<file path="src/fbfs_pkg.sv">
`timescale 1ns / 1ps

package fbfs_pkg;

  localparam int unsigned BlockSizeW = 13;
  localparam int unsigned IndexW     = 8;
  localparam int unsigned OffsetW    = 20;
  localparam int unsigned FreeLeftW  = 9;

  localparam logic KIND_ALLOC = 1'b0;
  localparam logic KIND_FREE  = 1'b1;

  localparam logic [1:0] ST_DONE       = 2'd0;
  localparam logic [1:0] ST_ALLOC_FAIL = 2'd1;
  localparam logic [1:0] ST_FREE_FULL  = 2'd2;

  localparam logic [OffsetW-1:0] OFFSET_MAX = '1;

  typedef struct packed {
    logic              kind;
    logic [IndexW-1:0] block_index;
  } req_t;

  typedef struct packed {
    logic [1:0]           status;
    logic [IndexW-1:0]    granted_index;
    logic [OffsetW-1:0]   byte_offset;
    logic [FreeLeftW-1:0] free_left;
  } rsp_t;

endpackage

</file>
<file path="src/fixed_block_free_stack_allocator.sv">
`timescale 1ns / 1ps

// channel   | direction | handshake                   | beat
// ----------+-----------+-----------------------------+-----------------------------
// request   | in        | start high, busy low        | req_i: kind, block_index
// result    | out       | res_valid_o, one cycle      | rsp_o: status, index, offset,
//           |           |                             |        free_left
// config    | in        | cfg_valid_i and cfg_ready_o | cfg_data_i: block_size
//
// for each request, the accept cycle issues the stack memory access and
// the pointer update, the next cycle multiplies the read data by block size and
// registers the result, which shows for one cycle while the next request is accepted.
// reset leaves the stack memory unwritten: a low-water mark of the stack pointer
// tells which entries still hold their reset value, so no clearing pass is run.
// the result side cannot stall; config is always ready.

module fixed_block_free_stack_allocator #(
  parameter int unsigned BLOCK_COUNT = 256
) (
  input  logic                            clk_i,
  input  logic                            rst_ni,
  input  logic                            start,
  output logic                            busy,
  input  fbfs_pkg::req_t                  req_i,
  output logic                            res_valid_o,
  output fbfs_pkg::rsp_t                  rsp_o,
  input  logic                            cfg_valid_i,
  output logic                            cfg_ready_o,
  input  logic [fbfs_pkg::BlockSizeW-1:0] cfg_data_i
);

  import fbfs_pkg::*;

  localparam int unsigned AW   = (BLOCK_COUNT > 1) ? $clog2(BLOCK_COUNT) : 1;
  localparam int unsigned TopW = $clog2(BLOCK_COUNT + 1);
  localparam logic [TopW-1:0] TopFull = TopW'(BLOCK_COUNT);
  localparam int unsigned ProdW = IndexW + BlockSizeW;

  typedef enum logic {
    S_IDLE,
    S_EXEC
  } state_e;

  state_e state_q;

  logic [IndexW-1:0] mem [BLOCK_COUNT];
  logic [IndexW-1:0] rd_data_q;

  logic [TopW-1:0]       top_q;
  logic [TopW-1:0]       low_q;
  logic [BlockSizeW-1:0] block_size_q;

  logic [1:0]        status_q;
  logic              from_mem_q;
  logic [IndexW-1:0] index_q;
  logic              accept;

  logic [TopW-1:0] top_dec;
  logic [AW-1:0]   pop_addr;
  logic [31:0]     pop_addr_ext;
  logic [31:0]     top_ext;
  logic            do_pop;
  logic            do_push;

  logic [IndexW-1:0] granted;
  logic [ProdW-1:0]  prod;
  logic [OffsetW-1:0] offset;

  assign accept       = start && (state_q == S_IDLE);
  assign busy         = (state_q != S_IDLE);
  assign cfg_ready_o  = 1'b1;

  assign top_dec      = top_q - TopW'(1);
  assign pop_addr     = top_dec[AW-1:0];
  assign pop_addr_ext = 32'(pop_addr);
  assign top_ext      = 32'(top_q);
  assign do_pop       = accept && (req_i.kind == KIND_ALLOC) && (top_q != '0);
  assign do_push      = accept && (req_i.kind == KIND_FREE) && (top_q < TopFull);

  // stack memory: written on a push, read every cycle; the read from the accept cycle serves a pop
  always_ff @(posedge clk_i) begin
    if (do_push) begin
      mem[top_q[AW-1:0]] <= req_i.block_index;
    end
    rd_data_q <= mem[pop_addr];
  end

  always_comb begin
    granted = from_mem_q ? rd_data_q : index_q;
    prod    = ProdW'(granted) * ProdW'(block_size_q);
    if (prod > ProdW'(OFFSET_MAX)) begin
      offset = OFFSET_MAX;
    end else begin
      offset = prod[OffsetW-1:0];
    end
  end

  always_ff @(posedge clk_i or negedge rst_ni) begin
    if (!rst_ni) begin
      state_q      <= S_IDLE;
      top_q        <= TopFull;
      low_q        <= TopFull;
      block_size_q <= BlockSizeW'(1);
      res_valid_o  <= 1'b0;
      status_q     <= ST_DONE;
      from_mem_q   <= 1'b0;
      index_q      <= '0;
      rsp_o        <= '0;
    end else begin
      if (cfg_valid_i && cfg_ready_o) begin
        block_size_q <= cfg_data_i;
      end
      case (state_q)
        S_IDLE: begin
          res_valid_o <= 1'b0;
          if (accept) begin
            state_q <= S_EXEC;
            if (do_pop) begin
              top_q <= top_dec;
              // entries below the low-water mark were never written
              if (top_dec < low_q) begin
                low_q      <= top_dec;
                from_mem_q <= 1'b0;
              end else begin
                from_mem_q <= 1'b1;
              end
              index_q  <= pop_addr_ext[IndexW-1:0];
              status_q <= ST_DONE;
            end else if (do_push) begin
              top_q      <= top_q + TopW'(1);
              from_mem_q <= 1'b0;
              index_q    <= req_i.block_index;
              status_q   <= ST_DONE;
            end else begin
              from_mem_q <= 1'b0;
              index_q    <= '0;
              status_q   <= (req_i.kind == KIND_ALLOC) ? ST_ALLOC_FAIL : ST_FREE_FULL;
            end
          end
        end
        S_EXEC: begin
          state_q                <= S_IDLE;
          res_valid_o            <= 1'b1;
          rsp_o.status           <= status_q;
          rsp_o.free_left        <= top_ext[FreeLeftW-1:0];
          if (status_q == ST_DONE) begin
            rsp_o.granted_index <= granted;
            rsp_o.byte_offset   <= offset;
          end else begin
            rsp_o.granted_index <= '0;
            rsp_o.byte_offset   <= '0;
          end
        end
        default: begin
          state_q     <= S_IDLE;
          res_valid_o <= 1'b0;
        end
      endcase
    end
  end

endmodule

</file>
<file path="config.mk">
export PLATFORM = sky130hd
export DESIGN_NAME = fixed_block_free_stack_allocator
export DESIGN_NICKNAME = d
export VERILOG_FILES = /design/src/fbfs_pkg.sv /design/src/fixed_block_free_stack_allocator.sv
export SDC_FILE = /design/constraint.sdc
export NUM_CORES = 2
export LEC_CHECK = 0
export BUFFER_PORTS_ARGS = -buffer_cell sky130_fd_sc_hd__buf_2
export CORE_UTILIZATION = 30
export DETAILED_ROUTE_END_ITERATION = 8
export PLACE_DENSITY = 0.53
export SLEW_MARGIN = 20
export SYNTH_ARGS = -nofsm -noshare
export SYNTH_HDL_FRONTEND = slang
export SYNTH_SLANG_ARGS = --single-unit
</file>
<file path="constraint.sdc">
create_clock -name clk_i -period 5.5 [get_ports clk_i]
set_clock_uncertainty 0.15 [all_clocks]
set_input_delay 0.825 -clock clk_i [delete_from_list [all_inputs] [get_ports clk_i]]
set_output_delay 0.825 -clock clk_i [all_outputs]
set_load 0.01 [all_outputs]
</file>
==> reports/qor.yml <==
route.detailed.drc: 0
critical_path_peak_fanout: 10
drv_cap: 0
ys_dominant_reg_cell: "sky130_fd_sc_hd__edfxtp_1"
regArea_um2: 63700
grt_pass1_vias: 41500
vias: 40600
top_level_ports: 68
drive_above_1_share: 0.283
syn-cell-area_um2: 86000
postRouteWirelength_um: 216000
finalHoldWorstSlack_ps: 98.8
clk_root_buffer_cell: "sky130_fd_sc_hd__clkbuf_16"
timing.final.crit_period_ps: 5320
clk_transition_reported_paths_ps: 70
worstReg2RegStart: "from_mem_q"
synth-edff-count: 2048
postSynthCellCount: 3972
synth-compound-area-share: 0.0176
worst-setup-path-type: "flop to flop"
grt_first_pass_wirelength_um: 311000
fillers: 26400
worst-endpoint-required_ps: 6070
die_area_um2: 289000
pre_cts_ws_ps: 121
gp_congestion: 0.782
clock-sinks: 2139
routed_via_density: 4.99
outcome: "completed"
post_drt_wl_per_cell_um: 26.6
detail_route.iter0.violations: 4282
clockBufferDepth: 3
finalSetupViolCount: 0
worst_setup_path_start_kind: "flop"
yosys-mux-area-fraction: 0.173
synthXorXnorAreaFrac: 0.00295
core_region_area_um2: 285000
rsz0062_at_grt: "true"
tightest_slew_ps: 1120
num_rows: 196
area_overhead_vs_synth_pct: 15.0
yosys.cell_types.count: 59
antenna_found_initial: 16
detailed_placement_wirelength_estimate_um: 127000
maxSlewViolCount: 0
total_power_density_per_cell_area_nw_per_um2: 577
drt_pass1_iterations: 6
multi_input_comb_area_um2: 21000
arrival_ps: 5890
yosys.area.top_type: "sky130_fd_sc_hd__edfxtp_1"
post_synthesis_adder_cell_area_fraction: 0.0232
final_antenna_net_count: 0
launch_point_of_the_worst_hold_path: "cfg_data_i[11]"
asyncSetResetFlopFracSynth: 0.0388
final.period_utilization: 0.968
setup.reg_to_reg.worst_slack_ps: 180
post-synth-top-count-cell: "sky130_fd_sc_hd__edfxtp_1"
end_kind: "flop"
dominant_combinational_cell_family_by_area_after_synthesis: "multiplexers"
synth_nets: 4118
cts_made_buffers: 220
maximum_number_of_pins_on_one_net_before_global_route_repair: 138
overflow: 0
leakage_nw: 31.1
final_net_count: 4330
irDropWorstVdd_mv: 0.734
clock.fmax_mhz: 188
placedInstanceArea_um2: 91600
syn_avg_cell_area_um2: 21.6
post-route-cell-area_um2: 98900
yosys-top-cells-count: "sky130_fd_sc_hd__edfxtp_1, sky130_fd_sc_hd__mux4_2, sky130_fd_sc_hd__nor2_1, sky130_fd_sc_hd__clkbuf_1, sky130_fd_sc_hd__inv_1"
worstSkewPairLatency_ps: 840
yosysWarningCount: 0
layout.core_utilization: 0.347
globalRouteTotalUtil: 0.149
yosys.area_share.simple: 0.0253
tritoncts: "done"
worst_hold_path_type: "input pin to flop"
synth_sequential_area_ratio: 0.741
io_buffer_count: 66
biggest_area_contributors_in_the_synthesized_netlist: "sky130_fd_sc_hd__edfxtp_1, sky130_fd_sc_hd__mux4_2, sky130_fd_sc_hd__dfrtp_1"
timing.final.hold_violations: 0
postLayoutSetupSlackWorst_ps: 178
synth.ff_latch_count: 2139
timing.slew.headroom: 0.254
h_tree_level_count: 4
worstSetupStartpoint: "from_mem_q"
initial_utilization: 0.302
post-synth-top-area-fraction: 0.715
die_w_um: 537
die_h_um: 537
fin_total_pwr_mw: 57.0
-- cell type report --
type,count,area share
Antenna cell,1,0.0000253
Clock buffer,265,0.0576
Clock inverter,136,0.0142
Inverter,98,0.00380
Multi-Input combinational cell,1511,0.213
Sequential cell,2139,0.645
Tap cell,3762,0.0476
Timing Repair Buffer,214,0.0195
-- cells in the final DEF (no fill, tap or decap), drive strengths merged, types with 56 or more instances in the layout --
cell	Yosys	layout
edfxtp	2048	2048
mux4	640	640
nor2	270	270
clkbuf	135	266
buf	89	212
clkinv	0	106
inv	98	103
dfrtp	80	80
nor2b	69	69
fa	66	66
nand2	56	56
-- kinds of logic (layout without fill, tap and decap cells) --
| logic type | Yosys count | count (layout) |
|---|---|---|
| other cells | 1 | 2 |
| buf+inv | 322 | 713 |
| flops | 2139 | 2139 |
| simple gates | 481 | 481 |
| mux | 681 | 681 |
| compound gates | 199 | 199 |
| fa+ha+maj | 120 | 120 |
| xor+xnor | 29 | 29 |
-- routing by layer --
layer	GRT usage	vias to the layer above	share of wire	routed length [µm]
met2	0.232	1281	0.47	101000
met3	0.0222	253	0.063	13500
li1	-	16900	-	-
met1	0.219	22200	0.45	96900
met4	0.0371	0	0.022	4750
met5	0	-	0	0
-- worst paths after layout --
check	cells after the start	end
max	21	rsp_o[15]
min	2	block_size_q[11]
max reg2reg	21	rsp_o[15]
min reg2reg	1	rsp_o[29]
max in group asynchronous	3	block_size_q[12]
min in group asynchronous	2	rsp_o[2]
-- repair_timing --
action,4_1_cts,5_1_grt
setup buffers,0,3
gates resized for setup,0,20
hold endpoints to repair,45,0
hold buffers,1,0
endpoints found under the setup margin,0,20
-- worst max-delay path: stages, from the launching register on --
cell and delay, ps:
sky130_fd_sc_hd__dfrtp_1 370, sky130_fd_sc_hd__buf_4 160, sky130_fd_sc_hd__mux2i_4 200, sky130_fd_sc_hd__buf_6 140
sky130_fd_sc_hd__nand2b_1 150, sky130_fd_sc_hd__fa_1 500, sky130_fd_sc_hd__fa_1 550, sky130_fd_sc_hd__inv_1 50
sky130_fd_sc_hd__fa_1 470, sky130_fd_sc_hd__inv_1 50, sky130_fd_sc_hd__fa_1 470, sky130_fd_sc_hd__inv_1 40
sky130_fd_sc_hd__ha_1 310, sky130_fd_sc_hd__a21oi_2 70, sky130_fd_sc_hd__o211ai_1 210, sky130_fd_sc_hd__nand3_1 170
sky130_fd_sc_hd__a21oi_4 280, sky130_fd_sc_hd__buf_4 160, sky130_fd_sc_hd__a2111oi_4 60, sky130_fd_sc_hd__buf_4 200
sky130_fd_sc_hd__clkbuf_16 160, sky130_fd_sc_hd__a221o_1 260
-- where the power goes --
part	switching (mW)	internal (mW)	leakage (nW)
clock	6.37	8.33	3.46
combinational	13.0	10.8	8.14
sequential	0.360	18.2	19.5
total	19.8	37.3	31.1
-- state kept, by name (all words and copies together), names as in the netlist --
signal / cells
block_size_q: 13
busy: 1
from_mem_q: 1
index_q: 8
low_q: 9
mem: 2048
rd_data_q: 8
res_valid_o: 1
rsp_o: 39
status_q: 2
top_q: 9
-- stage by stage --
stage          TNS [ps]  cells
4_1_cts               0   8121
5_1_grt            -972   8126
3_3_place_gp          0   7719
6_report              0   8126
2_1_floorplan         0   3972
3_5_place_dp          0   7719
No activity file was read; power rests on OpenSTA's default activity.
